File: config.mk
export PLATFORM = sky130hd
export DESIGN_NAME = eaht_ctrl
export DESIGN_NICKNAME = d
export VERILOG_FILES = /design/src/hw/rtl/eaht_pkg.sv /design/src/hw/rtl/eaht_ctrl.sv
export SDC_FILE = /design/constraint.sdc
export NUM_CORES = 1
export LEC_CHECK = 0
export BUFFER_PORTS_ARGS = -buffer_cell sky130_fd_sc_hd__buf_4
export CAP_MARGIN = 20
export CELL_PAD_IN_SITES_DETAIL_PLACEMENT = 1
export CELL_PAD_IN_SITES_GLOBAL_PLACEMENT = 2
export CORE_UTILIZATION = 30
export CTS_BUF_LIST = sky130_fd_sc_hd__clkbuf_2
export CTS_CLUSTER_DIAMETER = 60
export DETAILED_ROUTE_END_ITERATION = 12
export HOLD_SLACK_MARGIN = 0.06
export PLACE_DENSITY = 0.88
export SYNTH_ARGS = -nofsm -noshare
export SYNTH_HDL_FRONTEND = slang
export SYNTH_SLANG_ARGS = --single-unit
File: constraint.sdc
create_clock -name i_clk -period 3.8 [get_ports i_clk]
set_clock_uncertainty 0.05 [all_clocks]
set_input_delay 0.19 -clock i_clk [delete_from_list [all_inputs] [get_ports i_clk]]
set_output_delay 0.19 -clock i_clk [all_outputs]
set_load 0.005 [all_outputs]
File: src/hw/rtl/eaht_pkg.sv
// Package for the edge attribute hash table.
// Holds the opcodes, the read and write selects, and the command and status structs.
// Has no dependencies.
`default_nettype none
package eaht_pkg;

    localparam logic [2:0] OP_INSERT = 3'd0;
    localparam logic [2:0] OP_LOOKUP = 3'd1;
    localparam logic [2:0] OP_REMOVE = 3'd2;
    localparam logic [2:0] OP_TAG    = 3'd3;
    localparam logic [2:0] OP_CLEAR  = 3'd4;

    localparam logic [11:0] BUCKET_COUNT_RESET = 12'd1024;

    typedef enum logic [1:0] {
        RD_NONE,
        RD_CUR,
        RD_FREE,
        RD_NX
    } t_rd_sel;

    typedef enum logic [3:0] {
        WR_NONE,
        WR_NEW_CUR,
        WR_NEW_FREE,
        WR_LINK_CUR,
        WR_TAG,
        WR_ZERO_CUR,
        WR_COPY_CUR,
        WR_FREE_NX,
        WR_LINK_PREV,
        WR_FREE_CUR,
        WR_CLR
    } t_wr_sel;

    typedef struct packed {
        logic    accept;
        logic    load;
        logic    div_step;
        logic    advance;
        logic    set_hit;
        logic    take_attr;
        logic    set_full;
        logic    clr_start;
        logic    out_load;
        t_rd_sel rd_sel;
        t_wr_sel wr_sel;
    } t_cmd;

    typedef struct packed {
        logic op_clr;
        logic op_bad;
        logic op_ins;
        logic op_lookup;
        logic op_tag;
        logic div_last;
        logic first;
        logic empty;
        logic match;
        logic lnk_ok;
        logic steps_ok;
        logic free_ok;
        logic prev_valid;
        logic clr_last;
        logic out_free;
    } t_status;

endpackage
`default_nettype wire

File: src/hw/rtl/eaht_ctrl.sv
// Controller state machine of the edge attribute hash table.
// Sequences clearing, hashing, chain walks and updates. Uses eaht_pkg.
`default_nettype none
module eaht_ctrl (
    input  wire                 i_clk,
    input  wire                 i_rst_n,
    input  wire                 i_in_valid,
    output logic                o_in_stall,
    input  eaht_pkg::t_status   i_status,
    output eaht_pkg::t_cmd      o_cmd
);
    import eaht_pkg::*;

    typedef enum logic [11:0] {
        S_RST  = 12'b0000_0000_0001,
        S_IDLE = 12'b0000_0000_0010,
        S_LOAD = 12'b0000_0000_0100,
        S_DIV  = 12'b0000_0000_1000,
        S_RD   = 12'b0000_0001_0000,
        S_CHK  = 12'b0000_0010_0000,
        S_AP2  = 12'b0000_0100_0000,
        S_RMA  = 12'b0000_1000_0000,
        S_RMA2 = 12'b0001_0000_0000,
        S_RMB  = 12'b0010_0000_0000,
        S_CLR  = 12'b0100_0000_0000,
        S_DONE = 12'b1000_0000_0000
    } t_state;

    t_state r_state;
    t_state n_state;

    always_ff @(posedge i_clk) begin
        if (!i_rst_n) begin
            r_state <= S_RST;
        end else begin
            r_state <= n_state;
        end
    end

    assign o_in_stall = (r_state != S_IDLE);

    always_comb begin
        n_state = r_state;
        o_cmd   = '0;
        case (r_state)
            S_RST: begin
                o_cmd.wr_sel = WR_CLR;
                if (i_status.clr_last) begin
                    n_state = S_IDLE;
                end
            end
            S_IDLE: begin
                if (i_in_valid) begin
                    o_cmd.accept = 1'b1;
                    n_state = S_LOAD;
                end
            end
            S_LOAD: begin
                o_cmd.load = 1'b1;
                if (i_status.op_clr) begin
                    o_cmd.clr_start = 1'b1;
                    n_state = S_CLR;
                end else if (i_status.op_bad) begin
                    n_state = S_DONE;
                end else begin
                    n_state = S_DIV;
                end
            end
            S_DIV: begin
                o_cmd.div_step = 1'b1;
                if (i_status.div_last) begin
                    n_state = S_RD;
                end
            end
            S_RD: begin
                o_cmd.rd_sel = RD_CUR;
                n_state = S_CHK;
            end
            S_CHK: begin
                n_state = S_DONE;
                if (i_status.op_ins) begin
                    if (i_status.first && i_status.empty) begin
                        o_cmd.wr_sel = WR_NEW_CUR;
                    end else if (i_status.match) begin
                        o_cmd.set_hit = 1'b1;
                    end else if (i_status.lnk_ok && i_status.steps_ok) begin
                        o_cmd.advance = 1'b1;
                        n_state = S_RD;
                    end else if (!i_status.free_ok) begin
                        o_cmd.set_full = 1'b1;
                    end else begin
                        o_cmd.wr_sel = WR_LINK_CUR;
                        o_cmd.rd_sel = RD_FREE;
                        n_state = S_AP2;
                    end
                end else if (i_status.first && i_status.empty) begin
                    n_state = S_DONE;
                end else if (i_status.match) begin
                    o_cmd.set_hit = 1'b1;
                    if (i_status.op_lookup) begin
                        o_cmd.take_attr = 1'b1;
                    end else if (i_status.op_tag) begin
                        o_cmd.wr_sel = WR_TAG;
                    end else begin
                        o_cmd.take_attr = 1'b1;
                        if (i_status.prev_valid) begin
                            o_cmd.wr_sel = WR_LINK_PREV;
                            n_state = S_RMB;
                        end else if (!i_status.lnk_ok) begin
                            o_cmd.wr_sel = WR_ZERO_CUR;
                        end else begin
                            o_cmd.rd_sel = RD_NX;
                            n_state = S_RMA;
                        end
                    end
                end else if (i_status.lnk_ok && i_status.steps_ok) begin
                    o_cmd.advance = 1'b1;
                    n_state = S_RD;
                end
            end
            S_AP2: begin
                o_cmd.wr_sel = WR_NEW_FREE;
                n_state = S_DONE;
            end
            S_RMA: begin
                o_cmd.wr_sel = WR_COPY_CUR;
                n_state = S_RMA2;
            end
            S_RMA2: begin
                o_cmd.wr_sel = WR_FREE_NX;
                n_state = S_DONE;
            end
            S_RMB: begin
                o_cmd.wr_sel = WR_FREE_CUR;
                n_state = S_DONE;
            end
            S_CLR: begin
                o_cmd.wr_sel = WR_CLR;
                if (i_status.clr_last) begin
                    n_state = S_DONE;
                end
            end
            S_DONE: begin
                if (i_status.out_free) begin
                    o_cmd.out_load = 1'b1;
                    n_state = S_IDLE;
                end
            end
            default: begin
                n_state = S_RST;
            end
        endcase
    end

endmodule
`default_nettype wire

==> run_results.csv, run 1 <==
group,metric,value,unit
place,dpl.hpwl,2.98,mm
critical_path,arrival,2.49,ns
sta,hold_slack,0.112,ns
global_routing,antenna_found_initial,0,
critical_path,critPathMaxStageDelay,0.65,ns
sta,fmax,366,MHz
floorplan,rows,22,
detailed_routing,vias_per_cell,5.67,
detailed_routing,drt-pass1-iter-count,4,
detailed_routing,drt-initial-drc-count,38,
yosys,synth_most_common_cell,"nor2_1",
yosys,synth_common_cells,"nor2_1 (22), dfxtp_1 (12), nor3_1 (12), inv_1 (11), nand2_1 (11)",
place,dp.cells,230,
yosys,ys_ff_latch,12,
cells_and_area,largestRegisters,"r_state x12",
yosys,syn_area,0.00114,mm²
cts,cts_tree,"built",
global_routing,grt_usage,0.194,
cts,postCtsHoldBufs,0,
cells_and_area,layout.nets,205,
critical_path,crit_type,"reg2out",
critical_path,critPathRequiredTime,3.56,ns
yosys,yosys_most_used_dff,"dfxtp_1",
cells_and_area,postLayoutCellArea,0.00141,mm²
power_and_ir_drop,leakagePower,0.574,nW
cells_and_area,final_cells,233,
cts,cts_resized,0,
floorplan,die_w,63.7,µm
sta,timing.final.crit_period,2.73,ns
yosys,synth_warnings,0,
yosys,synthCells,159,
floorplan,start_util,0.312,
critical_path,start_kind,"register",
yosys,synthArstFlopShare,0,
detailed_routing,vias,1321,
detailed_routing,drc,0,
critical_path,cp_max_fo,12,
power_and_ir_drop,ir_drop,0.181,mV
cells_and_area,diodes,0,
outcome,outcome,"completed",
cells_and_area,drive_gt1_frac,0.249,
critical_path,path_cells,"or4_4 > nor4_4 > and2_1 > nand2_1 > o41ai_1 > buf_4",
power_and_ir_drop,power.density,352,mW/mm²
yosys,synth_area_per_cell,7.18,µm²
critical_path,cp_slowest_cell,"or4_4",
cts,clkTransAtPathRegs,0.12,ns
cts,clockBufferDepth,2,
global_routing,grt_pass1_wl,6.27,mm
cts,root_buffer,"clkbuf_2",
global_routing,gr-total-overflow,0,
detailed_routing,wl_per_cell,15.8,µm
hold_path,hp-class,"in2reg",
detailed_routing,wl,3.67,mm
sta,grt_setup_unrepaired,"no",
cts,cts_setup_buffers,0,
sta,hold_viol,0,
critical_path,critPathCaptureType,"primary output",
cts,htreeDepth,1,
cells_and_area,syn_to_final_growth,23.5,%
sta,slew_headroom,0.317,
sta,drv_slew,0,
detailed_routing,ant_nets,0,
yosys,syn_nets,177,
place,gp_congestion,0.881,
floorplan,die_y,63.7,µm
place,io_buffer_count,33,
floorplan,dieArea,0.00405,mm²
sta,post-route-period-util,0.719,
yosys,ys_types,46,
yosys,yosys-top-cells-area,"dfxtp_1 (21%), nor2_1 (7.2%), nor3_1 (5.3%), inv_1 (3.6%), nand2_1 (3.6%)",
sta,setup_tns,0,ns
cells_and_area,regMostFlops,"r_state",
place,post_dp_cell_area,0.00139,mm²
floorplan,core_area,0.00366,mm²
cts,clkSinkCount,12,
floorplan,io_pins,34,
sta,setup_viol,0,
global_routing,grt_max_degree,13,
cells_and_area,largest_register_ffs,12,
yosys,yosysTopAreaCellShare,0.211,
yosys,seq_area_frac_synth,0.211,
run,drv_cap,0,
cts,cts_made_buffers,3,
cts,clk_latency,0.26,ns
yosys,synth_top_area_cell,"dfxtp_1",
power_and_ir_drop,power,0.495,mW
yosys,synth_edf_count,0,
global_routing,grt_pass1_vias,1272,
sta,worstMarginPinSlew,0.999,ns
## worst max-delay path: cells and delay by family (launching register included)
kind	cells	cell delay, ns
AO/OA/AOI/OAI	1	0.31
flip-flops	1	0.45
buffers and inverters	1	0.17
AND/OR/NAND/NOR	4	1.31
## power by group
| group | internal, mW | switching, mW |
|---|---|---|
| logic | 0.128 | 0.136 |
| clock network | 0.0215 | 0.0415 |
| registers | 0.137 | 0.0309 |
| total | 0.287 | 0.209 |
## path summary, 6_finish.rpt
kind	from	endpoint	slack, ns	cells after the start
min reg2reg	r_state[7]	r_state[8]	0.52	2
max reg2reg	r_state[0]	r_state[4]	1.32	4
max	r_state[0]	o_cmd[2]	1.07	6
min	i_rst_n	r_state[10]	0.11	2
## cells by family (layout without fill, tap and decap cells)
logic type / count (synthesis) / in the layout / synth area share
AND/OR/NAND/NOR: 88 / 88 / 0.467
XOR/XNOR: 6 / 6 / 0.0461
AO/OA/AOI/OAI: 32 / 32 / 0.192
buffers and inverters: 21 / 47 / 0.0844
flip-flops: 12 / 12 / 0.211
## placed cells by master (no fill, tap or decap), types with 4 or more instances in the layout
master / synthesis / layout
xor2_1: 4 / 4
o21ai_0: 5 / 5
nor2_1: 22 / 22
dfxtp_1: 12 / 12
a2111oi_0: 4 / 4
a21oi_1: 8 / 8
or3_1: 4 / 4
nand3_1: 5 / 5
inv_1: 11 / 11
nand2_1: 11 / 11
or4_1: 4 / 4
buf_4: 0 / 33
nor3_1: 12 / 12
## stage by stage
stage / worst slack, ns / util
6_report: 1.07 / 0.385
5_1_grt: 0.896 / 0.385
4_1_cts: 1.03 / 0.385
3_5_place_dp: 1.35 / 0.381
3_3_place_gp: 1.39 / 0.381
2_1_floorplan: 1.61 / -
## cell type report
type / count / area, µm²
tap: 48 / 60.1
clock buffer: 3 / 15.0
multi-input combinational: 126 / 805
fill: 472 / 2250
inverter: 11 / 41.3
timing repair buffer: 33 / 248
sequential: 12 / 240
## layer usage
| metal | part of all wire | wire [µm] | track usage | vias up |
|---|---|---|---|---|
| met3 | 0.036 | 133 | 0.0163 | 2 |
| met4 | 0.0076 | 28 | 0.0426 | 0 |
| met1 | 0.47 | 1730 | 0.264 | 651 |
| met2 | 0.49 | 1780 | 0.327 | 31 |
| met5 | 0 | 0 | 0 | - |
| li1 | - | - | - | 637 |
Note: power is estimated with default switching activity, not from simulation.
==> run 2, diff against run 1 <==
- CORE_UTILIZATION: 30 -> 26
- PLACE_DENSITY: 0.88 -> 0.81
- clock period: 3.8 -> 2.5 ns (I/O delays scaled with it)
==> run 2 against run 1 <==
Net effect:
- sequential cell count did not move
- setup slack got worse by 1.0 ns
- first-iteration DRC count rose by 45%
- largest cell class unchanged
- routed wire length rose by 10%
- total power rose by 69%
==> run_results.csv, run 2 (synthesis results as in run 1) <==
group,metric,value,unit
sta,slew_headroom,0.412,
cells_and_area,diodes,0,
cts,cts_made_buffers,3,
global_routing,grt_usage,0.189,
cells_and_area,layout.nets,217,
cts,clk_latency,0.29,ns
hold_path,hp-class,"in2reg",
place,io_buffer_count,33,
power_and_ir_drop,ir_drop,0.155,mV
detailed_routing,drt-pass1-iter-count,4,
sta,drv_slew,0,
critical_path,crit_family,"simple AND/OR/NAND/NOR gates",
global_routing,grt_max_degree,12,
sta,setup_viol,0,
power_and_ir_drop,leakagePower,0.648,nW
cells_and_area,postLayoutCellArea,0.00157,mm²
critical_path,critPathCaptureType,"primary output",
detailed_routing,wl,4.05,mm
critical_path,path_buf_inv,1,
cts,cts_tree,"built",
detailed_routing,drc,0,
cells_and_area,drive_gt1_frac,0.354,
sta,setup_tns,0,ns
sta,worstMarginPinSlew,0.860,ns
place,post_dp_cell_area,0.00145,mm²
power_and_ir_drop,power.density,533,mW/mm²
global_routing,antenna_found_initial,0,
critical_path,start_kind,"register",
cells_and_area,regMostFlops,"r_state",
cts,clkSinkCount,12,
cells_and_area,largest_register_ffs,12,
outcome,outcome,"completed",
detailed_routing,vias_per_cell,5.44,
critical_path,critPathRequiredTime,2.33,ns
floorplan,io_pins,34,
sta,grt_setup_unrepaired,"yes",
floorplan,core_area,0.00412,mm²
detailed_routing,vias,1349,
critical_path,path_cells,"or4_4 > nor4_4 > nand2_2 > or3_4 > o211ai_1 > buf_4",
global_routing,grt_pass1_wl,6.51,mm
sta,timing.final.crit_period,2.46,ns
floorplan,start_util,0.277,
place,gp_congestion,0.821,
critical_path,arrival,2.28,ns
floorplan,die_y,68.3,µm
detailed_routing,drt-initial-drc-count,55,
cts,htreeDepth,1,
sta,hold_viol,0,
global_routing,grt_pass1_vias,1396,
run,drv_cap,0,
floorplan,die_w,68.3,µm
sta,fmax,407,MHz
cts,clockBufferDepth,2,
detailed_routing,wl_per_cell,16.3,µm
cells_and_area,syn_to_final_growth,37.3,%
global_routing,gr-total-overflow,0,
cts,root_buffer,"clkbuf_2",
sta,post-route-period-util,0.984,
cells_and_area,layout_commonest_cell,"buf_4",
floorplan,rows,23,
cells_and_area,layout_common_cells,"buf_4 (44), nor2_1 (21), inv_1 (11), nor3_1 (11), nand2_1 (10)",
critical_path,cp_slowest_cell,"or4_4",
place,dpl.hpwl,3.21,mm
critical_path,cp_max_fo,6,
detailed_routing,ant_nets,0,
floorplan,dieArea,0.00466,mm²
critical_path,critPathMaxStageDelay,0.58,ns
cts,clkTransAtPathRegs,0.15,ns
cells_and_area,largestRegisters,"r_state x12",
critical_path,crit_type,"reg2out",
==> run 2: changes by cell type in the layout (fill, tap and decap cells not counted), sizes merged <==
cell         before  now
clkinv            0    1
dlygate4sd3       0    1
buf              33   44
==> run 2: path summary, 6_finish.rpt <==
check / cells after the start / slack, ns / end / startpoint
hold / removal: 3 / 0.14 / r_state[11] / i_status[13]
setup / recovery: 6 / 0.04 / o_cmd[1] / r_state[1]
hold reg to reg: 2 / 0.51 / r_state[8] / r_state[7]
setup reg to reg: 5 / 0.33 / r_state[4] / r_state[1]
==> run 2: power breakdown <==
part           switching, mW  internal [mW]
clock network         0.0745         0.0348
registers             0.0158          0.212
logic                  0.257          0.240
==> run 2: tightest hold or removal path, delay by kind of cell <==
family / cells / cell delay (ns)
AOI/OAI and AO/OA: 2 / 0.24
buffers and inverters: 1 / 0.09
==> run 2: metrics by stage <==
stage | power [mW] | utilization | hold WS [ns] | worst slack, ns | std cells
2_1_floorplan | 0.533 | - | 0.191 | 0.376 | 159
3_3_place_gp | 0.677 | 0.352 | 0.322 | 0.226 | 239
3_5_place_dp | 0.684 | 0.352 | 0.331 | 0.163 | 239
4_1_cts | 0.800 | 0.364 | 0.120 | -0.0124 | 245
5_1_grt | 0.905 | 0.381 | 0.133 | -0.0584 | 248
6_report | 0.835 | 0.381 | 0.141 | 0.0406 | 248
==> run 2: per-layer routing <==
metal,global-route usage,part of all wire
met4,0.0599,0.017
met2,0.363,0.51
met3,0.0167,0.037
met5,0,0
met1,0.216,0.43
==> run 2: cell type report <==
| type | count | area (µm²) |
|---|---|---|
| Clock inverter | 1 | 3.75 |
| Fill cell | 529 | 2550 |
| Timing Repair Buffer | 45 | 340 |
| Tap cell | 50 | 62.6 |
| Clock buffer | 3 | 15.0 |
| Multi-Input combinational cell | 126 | 856 |
| Inverter | 11 | 41.3 |
| Sequential cell | 12 | 248 |
==> run 2: timing repair <==
action                     in CTS  in global routing
gates resized for setup         4                 12
hold endpoints to repair        2                  0
pin swaps                       1                  5
hold buffers                    1                  0
setup endpoints to repair       5                  6
buffers inserted                1                  3
